<file path="src/rtl/core/csg_pkg.sv">
// Shared types and constants for the composition sequence generator.
package csg_pkg;

	localparam int TOTAL_W       = 8;
	localparam int PARTS_USED_W  = 5;
	localparam int CFG_DATA_W    = 8;
	localparam int CFG_INDEX_W   = 1;
	localparam int PART_INDEX_W  = 4;
	localparam int PART_AMOUNT_W = 8;

	localparam logic [CFG_INDEX_W-1:0] CFG_TOTAL      = 1'b0;
	localparam logic [CFG_INDEX_W-1:0] CFG_PARTS_USED = 1'b1;

	typedef enum logic [3:0] {
		S_IDLE,
		S_INIT,
		S_PICK,
		S_RD_T,
		S_RD_U,
		S_WR_H,
		S_WR_0,
		S_WR_H1,
		S_RD_K,
		S_CHK,
		S_PRE,
		S_EMIT
	} state_t;

	typedef enum logic [2:0] {
		RD_H,
		RD_H1,
		RD_K1,
		RD_EMIT_CUR,
		RD_EMIT_NXT
	} rd_sel_t;

	typedef enum logic [1:0] {
		WR_FIRST,
		WR_H_ZERO,
		WR_ZERO_DEC,
		WR_H1_INC
	} wr_sel_t;

	typedef struct packed {
		logic    init;
		logic    pick_h;
		logic    rd_en;
		rd_sel_t rd_sel;
		logic    wr_en;
		wr_sel_t wr_sel;
		logic    latch_t;
		logic    latch_u;
		logic    commit;
		logic    set_more;
		logic    emit_clear;
		logic    emit_load;
	} cmd_t;

	typedef struct packed {
		logic wrap;
		logic rd_zero;
		logic emit_last;
		logic out_free;
		logic more;
	} status_t;

endpackage

</file>
<file path="src/rtl/core/csg_ctrl.sv">
// Sequencing state machine for the composition sequence generator.
module csg_ctrl (
	input  logic             clk,
	input  logic             arst_n,
	input  logic             in_valid,
	output logic             in_ready,
	input  logic             restart,
	input  csg_pkg::status_t status,
	output csg_pkg::cmd_t    cmd
);
	import csg_pkg::*;

	state_t state_q;
	state_t state_d;

	always_ff @(posedge clk or negedge arst_n) begin
		if (!arst_n) begin
			state_q <= S_IDLE;
		end else begin
			state_q <= state_d;
		end
	end

	always_comb begin
		state_d    = state_q;
		in_ready   = 1'b0;
		cmd        = '0;
		cmd.rd_sel = RD_H;
		cmd.wr_sel = WR_FIRST;
		unique case (state_q)
			S_IDLE: begin
				in_ready = 1'b1;
				if (in_valid) begin
					cmd.emit_clear = 1'b1;
					if (restart || !status.more) begin
						state_d = S_INIT;
					end else begin
						state_d = S_PICK;
					end
				end
			end
			S_INIT: begin
				cmd.init   = 1'b1;
				cmd.wr_en  = 1'b1;
				cmd.wr_sel = WR_FIRST;
				state_d    = S_PRE;
			end
			S_PICK: begin
				cmd.pick_h = 1'b1;
				state_d    = S_RD_T;
			end
			S_RD_T: begin
				if (status.wrap) begin
					state_d = S_INIT;
				end else begin
					cmd.rd_en  = 1'b1;
					cmd.rd_sel = RD_H;
					state_d    = S_RD_U;
				end
			end
			S_RD_U: begin
				if (status.rd_zero) begin
					state_d = S_INIT;
				end else begin
					cmd.latch_t = 1'b1;
					cmd.rd_en   = 1'b1;
					cmd.rd_sel  = RD_H1;
					state_d     = S_WR_H;
				end
			end
			S_WR_H: begin
				cmd.latch_u = 1'b1;
				cmd.wr_en   = 1'b1;
				cmd.wr_sel  = WR_H_ZERO;
				state_d     = S_WR_0;
			end
			S_WR_0: begin
				cmd.wr_en  = 1'b1;
				cmd.wr_sel = WR_ZERO_DEC;
				state_d    = S_WR_H1;
			end
			S_WR_H1: begin
				cmd.wr_en  = 1'b1;
				cmd.wr_sel = WR_H1_INC;
				cmd.commit = 1'b1;
				state_d    = S_RD_K;
			end
			S_RD_K: begin
				cmd.rd_en  = 1'b1;
				cmd.rd_sel = RD_K1;
				state_d    = S_CHK;
			end
			S_CHK: begin
				cmd.set_more = 1'b1;
				state_d      = S_PRE;
			end
			S_PRE: begin
				cmd.rd_en  = 1'b1;
				cmd.rd_sel = RD_EMIT_CUR;
				state_d    = S_EMIT;
			end
			S_EMIT: begin
				if (status.out_free) begin
					cmd.emit_load = 1'b1;
					if (status.emit_last) begin
						state_d = S_IDLE;
					end else begin
						cmd.rd_en  = 1'b1;
						cmd.rd_sel = RD_EMIT_NXT;
					end
				end
			end
			default: begin
				state_d = S_IDLE;
			end
		endcase
	end

endmodule

</file>
<file path="src/rtl/core/csg_dp.sv">
// Datapath of the composition sequence generator: config, part memory, output register.
module csg_dp #(
	parameter int MAX_PARTS   = 16,
	parameter int AMOUNT_BITS = 8
) (
	input  logic                                 clk,
	input  logic                                 arst_n,
	input  logic                                 cfg_valid,
	input  logic [csg_pkg::CFG_INDEX_W-1:0]      cfg_index,
	input  logic [csg_pkg::CFG_DATA_W-1:0]       cfg_data,
	input  csg_pkg::cmd_t                        cmd,
	output csg_pkg::status_t                     status,
	input  logic                                 out_ready,
	output logic                                 out_valid,
	output logic [csg_pkg::PART_INDEX_W-1:0]     part_index,
	output logic [csg_pkg::PART_AMOUNT_W-1:0]    part_amount,
	output logic                                 last_part,
	output logic                                 more_left
);
	import csg_pkg::*;

	localparam int IW = (MAX_PARTS > 1) ? $clog2(MAX_PARTS) : 1;
	localparam int KW = $clog2(MAX_PARTS + 1);

	logic [TOTAL_W-1:0]      total_q;
	logic [PARTS_USED_W-1:0] parts_used_q;

	logic [AMOUNT_BITS-1:0]  mem [MAX_PARTS];
	logic [MAX_PARTS-1:0]    valid_q;
	logic [AMOUNT_BITS-1:0]  rd_q;
	logic                    rd_vld_q;

	logic [AMOUNT_BITS-1:0]  carry_q;
	logic [IW-1:0]           pos_q;
	logic                    more_q;
	logic [IW-1:0]           h_q;
	logic [AMOUNT_BITS-1:0]  t_q;
	logic [AMOUNT_BITS-1:0]  u_q;
	logic [IW-1:0]           emit_q;

	logic                    out_valid_q;
	logic [PART_INDEX_W-1:0] part_index_q;
	logic [PART_AMOUNT_W-1:0] part_amount_q;
	logic                    last_part_q;
	logic                    more_left_q;

	logic [KW-1:0]           k;
	logic [KW-1:0]           k_m1;
	logic [KW-1:0]           hp1;
	logic [31:0]             total_ext;
	logic [AMOUNT_BITS-1:0]  total_m;
	logic [AMOUNT_BITS-1:0]  rd_data;
	logic [31:0]             rd_ext;
	logic [31:0]             emit_ext;
	logic [IW-1:0]           rd_addr;
	logic [IW-1:0]           wr_addr;
	logic [AMOUNT_BITS-1:0]  wr_data;
	logic                    emit_last;

	// Configuration registers
	always_ff @(posedge clk or negedge arst_n) begin
		if (!arst_n) begin
			total_q      <= TOTAL_W'(1);
			parts_used_q <= PARTS_USED_W'(1);
		end else if (cfg_valid) begin
			unique case (cfg_index)
				CFG_TOTAL:      total_q      <= cfg_data[TOTAL_W-1:0];
				CFG_PARTS_USED: parts_used_q <= cfg_data[PARTS_USED_W-1:0];
				default: ;
			endcase
		end
	end

	// Clamp the part count to 1..MAX_PARTS
	always_comb begin
		if (parts_used_q == '0) begin
			k = KW'(1);
		end else if (32'(parts_used_q) > MAX_PARTS) begin
			k = KW'(MAX_PARTS);
		end else begin
			k = KW'(parts_used_q);
		end
	end

	assign k_m1      = k - KW'(1);
	assign hp1       = KW'(h_q) + KW'(1);
	assign total_ext = 32'(total_q);
	assign total_m   = total_ext[AMOUNT_BITS-1:0];
	assign rd_data   = rd_vld_q ? rd_q : '0;
	assign rd_ext    = 32'(rd_data);
	assign emit_ext  = 32'(emit_q);
	assign emit_last = (KW'(emit_q) == k_m1);

	always_comb begin
		rd_addr = h_q;
		unique case (cmd.rd_sel)
			RD_H:        rd_addr = h_q;
			RD_H1:       rd_addr = hp1[IW-1:0];
			RD_K1:       rd_addr = k_m1[IW-1:0];
			RD_EMIT_CUR: rd_addr = emit_q;
			RD_EMIT_NXT: rd_addr = emit_q + IW'(1);
			default:     rd_addr = h_q;
		endcase
	end

	always_comb begin
		wr_addr = '0;
		wr_data = total_m;
		unique case (cmd.wr_sel)
			WR_FIRST: begin
				wr_addr = '0;
				wr_data = total_m;
			end
			WR_H_ZERO: begin
				wr_addr = h_q;
				wr_data = '0;
			end
			WR_ZERO_DEC: begin
				wr_addr = '0;
				wr_data = t_q - AMOUNT_BITS'(1);
			end
			WR_H1_INC: begin
				wr_addr = hp1[IW-1:0];
				wr_data = u_q + AMOUNT_BITS'(1);
			end
			default: ;
		endcase
	end

	// Part memory
	always_ff @(posedge clk) begin
		if (cmd.wr_en) begin
			mem[wr_addr] <= wr_data;
		end
		if (cmd.rd_en) begin
			rd_q <= mem[rd_addr];
		end
	end

	// Entry valid bits: an entry not written since the last restart reads as zero.
	// A restart writes entry zero, so only its bit survives the clear.
	always_ff @(posedge clk or negedge arst_n) begin
		if (!arst_n) begin
			valid_q  <= '0;
			rd_vld_q <= 1'b0;
		end else begin
			if (cmd.init) begin
				valid_q <= MAX_PARTS'(1);
			end else if (cmd.wr_en) begin
				valid_q[wr_addr] <= 1'b1;
			end
			if (cmd.rd_en) begin
				rd_vld_q <= valid_q[rd_addr];
			end
		end
	end

	// Sequence state
	always_ff @(posedge clk or negedge arst_n) begin
		if (!arst_n) begin
			carry_q <= '0;
			pos_q   <= '0;
			more_q  <= 1'b0;
		end else begin
			if (cmd.init) begin
				carry_q <= total_m;
				pos_q   <= '0;
				more_q  <= (k != KW'(1)) && (total_m != '0);
			end else begin
				if (cmd.pick_h && (carry_q > AMOUNT_BITS'(1))) begin
					pos_q <= '0;
				end
				if (cmd.commit) begin
					pos_q   <= hp1[IW-1:0];
					carry_q <= t_q;
				end
				if (cmd.set_more) begin
					more_q <= (rd_data != total_m);
				end
			end
		end
	end

	always_ff @(posedge clk) begin
		if (cmd.pick_h) begin
			h_q <= (carry_q > AMOUNT_BITS'(1)) ? '0 : pos_q;
		end
		if (cmd.latch_t) begin
			t_q <= rd_data;
		end
		if (cmd.latch_u) begin
			u_q <= rd_data;
		end
	end

	always_ff @(posedge clk or negedge arst_n) begin
		if (!arst_n) begin
			emit_q <= '0;
		end else if (cmd.emit_clear) begin
			emit_q <= '0;
		end else if (cmd.emit_load) begin
			emit_q <= emit_q + IW'(1);
		end
	end

	// Output register
	always_ff @(posedge clk or negedge arst_n) begin
		if (!arst_n) begin
			out_valid_q <= 1'b0;
		end else if (cmd.emit_load) begin
			out_valid_q <= 1'b1;
		end else if (out_ready) begin
			out_valid_q <= 1'b0;
		end
	end

	always_ff @(posedge clk) begin
		if (cmd.emit_load) begin
			part_index_q  <= emit_ext[PART_INDEX_W-1:0];
			part_amount_q <= rd_ext[PART_AMOUNT_W-1:0];
			last_part_q   <= emit_last;
			more_left_q   <= more_q;
		end
	end

	assign out_valid   = out_valid_q;
	assign part_index  = part_index_q;
	assign part_amount = part_amount_q;
	assign last_part   = last_part_q;
	assign more_left   = more_left_q;

	assign status.wrap      = (hp1 >= k);
	assign status.rd_zero   = (rd_data == '0);
	assign status.emit_last = emit_last;
	assign status.out_free  = !out_valid_q || out_ready;
	assign status.more      = more_q;

endmodule

</file>
<file path="src/rtl/core/composition_sequence_generator.sv">
// Top level of the composition sequence generator: controller, datapath and checks.
// A restart begins at the first composition; an advance moves on from the current one, or falls
// back to the first composition. Each request streams k beats, k the clamped part count, and a new
// request is taken only after its last beat is loaded; out_ready low stalls the stream.
// Reset: asynchronous, active low; clears config to total 1 and one part, and forces the
// first request to start at the first composition. The part memory needs no sweep.
module composition_sequence_generator #(
	parameter int MAX_PARTS   = 16,
	parameter int AMOUNT_BITS = 8
) (
	input  logic                                 clk,
	input  logic                                 arst_n,
	input  logic                                 cfg_valid,
	output logic                                 cfg_ready,
	input  logic [csg_pkg::CFG_INDEX_W-1:0]      cfg_index,
	input  logic [csg_pkg::CFG_DATA_W-1:0]       cfg_data,
	input  logic                                 in_valid,
	output logic                                 in_ready,
	input  logic                                 restart,
	output logic                                 out_valid,
	input  logic                                 out_ready,
	output logic [csg_pkg::PART_INDEX_W-1:0]     part_index,
	output logic [csg_pkg::PART_AMOUNT_W-1:0]    part_amount,
	output logic                                 last_part,
	output logic                                 more_left
);
	import csg_pkg::*;

	cmd_t    cmd;
	status_t status;

	// Config writes land at once; user must send them while the block is idle; unchecked.
	assign cfg_ready = 1'b1;

	// The controller takes one request beat, walks the advance or restart steps,
	// then streams one beat per part through the output register.
	csg_ctrl u_ctrl (
		.clk      (clk),
		.arst_n   (arst_n),
		.in_valid (in_valid),
		.in_ready (in_ready),
		.restart  (restart),
		.status   (status),
		.cmd      (cmd)
	);

	// The datapath holds the part amounts, the carry and position of the
	// last advance, the continuation flag and the output register.
	csg_dp #(
		.MAX_PARTS   (MAX_PARTS),
		.AMOUNT_BITS (AMOUNT_BITS)
	) u_dp (
		.clk         (clk),
		.arst_n      (arst_n),
		.cfg_valid   (cfg_valid),
		.cfg_index   (cfg_index),
		.cfg_data    (cfg_data),
		.cmd         (cmd),
		.status      (status),
		.out_ready   (out_ready),
		.out_valid   (out_valid),
		.part_index  (part_index),
		.part_amount (part_amount),
		.last_part   (last_part),
		.more_left   (more_left)
	);

`ifndef NO_ASSERTIONS
	// A result beat is loaded only into a free output register.
	a_load_free: assert property (@(posedge clk) disable iff (!arst_n)
		cmd.emit_load |-> status.out_free)
		else $error("result loaded over a pending beat");

	// An accepted request takes the controller out of idle.
	a_busy_after_accept: assert property (@(posedge clk) disable iff (!arst_n)
		(in_valid && in_ready) |=> !in_ready)
		else $error("request accepted while a request is in progress");

	// The part memory is never read and written in the same cycle.
	a_mem_port: assert property (@(posedge clk) disable iff (!arst_n)
		!(cmd.rd_en && cmd.wr_en))
		else $error("part memory read and written together");

	// No result beat leaves while the block is waiting for a request.
	a_idle_quiet: assert property (@(posedge clk) disable iff (!arst_n)
		in_ready |-> !cmd.emit_load)
		else $error("result emitted while idle");
`endif

endmodule
</file>
<file path="config.mk">
export PLATFORM = sky130hd
export DESIGN_NAME = composition_sequence_generator
export DESIGN_NICKNAME = d
export VERILOG_FILES = /design/src/rtl/core/csg_pkg.sv /design/src/rtl/core/csg_ctrl.sv /design/src/rtl/core/csg_dp.sv /design/src/rtl/core/composition_sequence_generator.sv
export SDC_FILE = /design/constraint.sdc
export NUM_CORES = 1
export LEC_CHECK = 0
export BUFFER_PORTS_ARGS = -buffer_cell sky130_fd_sc_hd__buf_2
export CAP_MARGIN = 10
export CELL_PAD_IN_SITES_DETAIL_PLACEMENT = 0
export CELL_PAD_IN_SITES_GLOBAL_PLACEMENT = 1
export CORE_MARGIN = 3
export CORE_UTILIZATION = 52
export DETAILED_ROUTE_END_ITERATION = 12
export HOLD_SLACK_MARGIN = 0.12
export PLACE_DENSITY_LB_ADDON = 0.1
export SYNTH_ARGS = -nofsm -noshare
export SYNTH_HDL_FRONTEND = slang
export SYNTH_SLANG_ARGS = --single-unit
</file>
<file path="constraint.sdc">
create_clock -name clk -period 4.45 [get_ports clk]
set_input_delay 0.2225 -clock clk [delete_from_list [all_inputs] [get_ports clk]]
set_output_delay 0.2225 -clock clk [all_outputs]
set_load 0.1 [all_outputs]
</file>
==> impl_metrics.ini <==
[outcome]
status = finished clean

[clock_tree]
numCtsBuffers = 23
clk_pin_slew_ps = 60
htree_levels = 1
cts_resized = 0
clockBufferDepth = 3
clk_latency_ps = 510
cts_tree = built
cts-root-buf = clkbuf_16
cts_sinks = 221

[floorplanning]
core_um2 = 18800
initial_core_util_pct = 53.4
floorplan.die_area_um2 = 21100
fp.dieW_um = 145
io_pins = 32
rows = 50
die_h_um = 145

[critical_path]
path_common_cell = mux2i_1
critPathArrivalTime_ps = 4100
r2r-start = u_dp.parts_used_q[4]
worstPathRequired_ps = 4690
worstPathCellList = nor4_2, or2_2, inv_1, ha_1, xor2_1, o211ai_1, a21oi_1, a211o_1, a311o_2, buf_4, mux2i_1, mux2i_1, mux2i_1, mux2i_1
r2r_cells = 14
critPathMaxStageDelay_ps = 560
path_buf_inv = 2
critical_path_class = flip-flop to flip-flop
end_kind = flip-flop
start_kind = flip-flop
slowest_stage = a311o_2
critPathMaxFanout = 15
r2r-end = u_dp.rd_q[2]
r2r_slack_ps = 590
crit_family = compound AO/OA/AOI/OAI gates

[sta]
max_freq_ghz = 0.259
fin_crit_sh_pct = 86.7
fin_tns_setup_ps = 0
relSlewSlack_pct = 22.3
worstMarginPinSlew_ps = 1160
finalHoldViolations = 0
maxSlewViolCount = 0
setup_violations = 0
fin_crit_ps = 3860
fin_ws_ps = 592
fin_worst_skew_ps = 17.2
rsz0062_at_grt = false

[power]
share_comb_of_total_power_pct = 38.0
p_switching_mw = 2.97
power.share.switching_pct = 35.8
power_frac_clock_pct = 25.1
seq_power_share_pct = 36.9
internal_power_mw = 5.31
p_leak_nw = 4.55
ir_drop_mv = 0.565
finalPower_mw = 8.28
cellPowerDensity_nw_per_um2 = 711

[cells_and_area]
layout_commonest_cell = edfxtp_1
layout_common_cells = edfxtp_1 (170), mux2i_1 (136), nor2_1 (65)
layout-area-overhead-vs-synth_pct = 15.7
nNetsFinal = 830
drive_gt1_share_pct = 17.1
stdcell_count = 1081
n_fill_cell = 1472
n_antenna_cell = 0

[synth]
synth_top_area_cell = edfxtp_1
synth-main-ff-cell = edfxtp_1
syn_area_um2 = 10100
avgSynthCellArea_um2 = 13.7
syn_nets = 759
ys_async_sr_fraction_pct = 23.1
seq_area_frac_synth_pct = 63.5
synth_enable_flop_cells = 170
synth_warnings = 0
synthCells = 733
ys_top_cells_by_area = edfxtp_1 (51%), mux2i_1 (14%), dfrtp_1 (12%)
ys_ff_latch = 221
synth_cell_types = 59
yosysTopAreaCellShare_pct = 50.7

[route]
vias_per_cell = 5.63
firstDrtPassIters = 5
drc = 0
initialDrtViolationCount = 409
vias = 6085
routedWlPerCell_um = 21.0
routed_wl_mm = 22.7
ant_nets = 0

[min_path]
hold_path.startpoint = cfg_index
whs_endpoint = u_dp.total_m[0]
hold_depth = 3
hold_path_class = input pin to flip-flop

[place]
hpwl_mm = 15.1
place.gp.congestion = 0.867
pre_cts_ws_ps = 594
placedCellCount = 1027
portBuffers = 30

[flow_run]
cap_violations = 0

[global_route]
grt_pass1_vias = 6171
gr-total-overflow = 0
grt_max_degree = 52
grt_first_pass_wirelength_mm = 35.4
antenna_found_initial = 0
grt.total_usage_pct = 21.5
## synthesized netlist by cell type (all sizes together) (2+ instances only)
library cell,n
edfxtp,170
mux2i,136
nor2,65
dfrtp,49
nand2,48
o21ai,25
buf,21
xnor2,18
and2,14
inv,14
mux2,14
xor2,14
a21oi,12
clkbuf,11
ha,11
nor3,11
a22oi,9
nand3,9
a21o,7
nor2b,7
nor4,6
o221ai,6
a211oi,5
nand2b,4
or3,4
a22o,3
a31oi,3
nand4,3
o211ai,3
or4,3
a211o,2
a221o,2
dfstp,2
o21bai,2
o31ai,2
or2,2
## per-stage QoR
step	instance area (um^2)	hold slack (ps)	util, %
6_report	11600	228	61.8
5_1_grt	11600	239	61.8
4_1_cts	11600	204	61.8
3_5_place_dp	10700	382	56.7
3_3_place_gp	10700	366	56.7
2_1_floorplan	10100	-73.1	-
## worst reg2reg max path, delay by kind of cell, from the launching register on
family	cells	cell delay, ps
adder cells (fa/ha/maj)	1	260
multiplexers	4	550
XOR/XNOR	1	160
AO/OA/AOI/OAI	4	1280
buffers and inverters	2	340
AND/OR/NAND/NOR	2	580
flip-flops	1	430
## area by class of cell
type | count | area (um^2) | share of cell area [%]
sequential | 221 | 6380 | 54.9
inverter | 14 | 52.6 | 0.452
clock inverter | 17 | 229 | 1.97
multi-input combinational | 466 | 3470 | 29.8
timing repair buffer | 78 | 578 | 4.97
tap | 260 | 325 | 2.80
clock buffer | 25 | 603 | 5.18
## routing by layer
| metal | part of all wire (%) | routed length, um | GRT usage (%) | vias up |
|---|---|---|---|---|
| met2 | 47 | 10800 | 35.3 | 134 |
| met1 | 46 | 10500 | 30.5 | 3044 |
| li1 | - | - | - | 2875 |
| met4 | 2.0 | 464 | 4.99 | 0 |
| met3 | 4.5 | 1020 | 3.47 | 32 |
| met5 | 0 | 0 | 0 | - |
## power by group through the flow
| stage | logic (mW) | registers [mW] | clock network [mW] |
|---|---|---|---|
| finish | 3.15 | 3.05 | 2.08 |
| floorplan | 2.23 | 3.13 | 0 |
| global route | 3.41 | 3.09 | 2.20 |
| detailed placement | 3.15 | 3.09 | 0 |
| CTS | 3.17 | 3.06 | 2.11 |
| global placement | 3.08 | 3.08 | 0 |
## flip-flops by register name (all words and copies together) (netlist names)
signal,flops
u_dp.mem,128
u_dp.valid_q,16
u_dp.part_amount,8
u_dp.rd_q,8
u_dp.t_q,8
u_dp.total_m,8
u_dp.u_q,8
u_dp.carry_q,7
u_dp.parts_used_q,5
u_ctrl.state_q,4
u_dp.emit_q,4
u_dp.h_q,4
u_dp.part_index,4
u_dp.pos_q,4
u_dp.last_part,1
u_dp.more_left,1
u_dp.more_q,1
u_dp.out_valid,1
u_dp.rd_vld_q,1
## repair_timing
action,CTS,global route
hold buffers,12,0
endpoints found under the hold margin,65,0
setup buffers,0,0
## how the worst max path moves through the flow
stage / end / depth (start not counted) / startpoint / slack (ps)
floorplan: u_dp.emit_q[0] / 5 / u_ctrl.state_q[1] / 100
global placement: u_dp.rd_q[4] / 14 / u_dp.parts_used_q[4] / 710
detailed placement: u_dp.rd_q[2] / 14 / u_dp.parts_used_q[4] / 590
CTS: u_dp.rd_q[2] / 14 / u_dp.parts_used_q[4] / 570
global route: u_dp.rd_q[2] / 14 / u_dp.parts_used_q[4] / 360
finish: u_dp.rd_q[2] / 14 / u_dp.parts_used_q[4] / 590
## cells by family after synthesis
group / after synthesis / share of synthesized area (%)
AOI/OAI and AO/OA: 91 / 6.43
xor gates and xnor gates: 32 / 2.79
adders and majority gates: 11 / 1.37
buffers and inverters: 46 / 2.21
DFF: 221 / 63.5
muxes: 150 / 15.1
other: 1 / 0.0373
and+or+nand+nor: 181 / 8.61
Power figures use the tool's default switching activity.
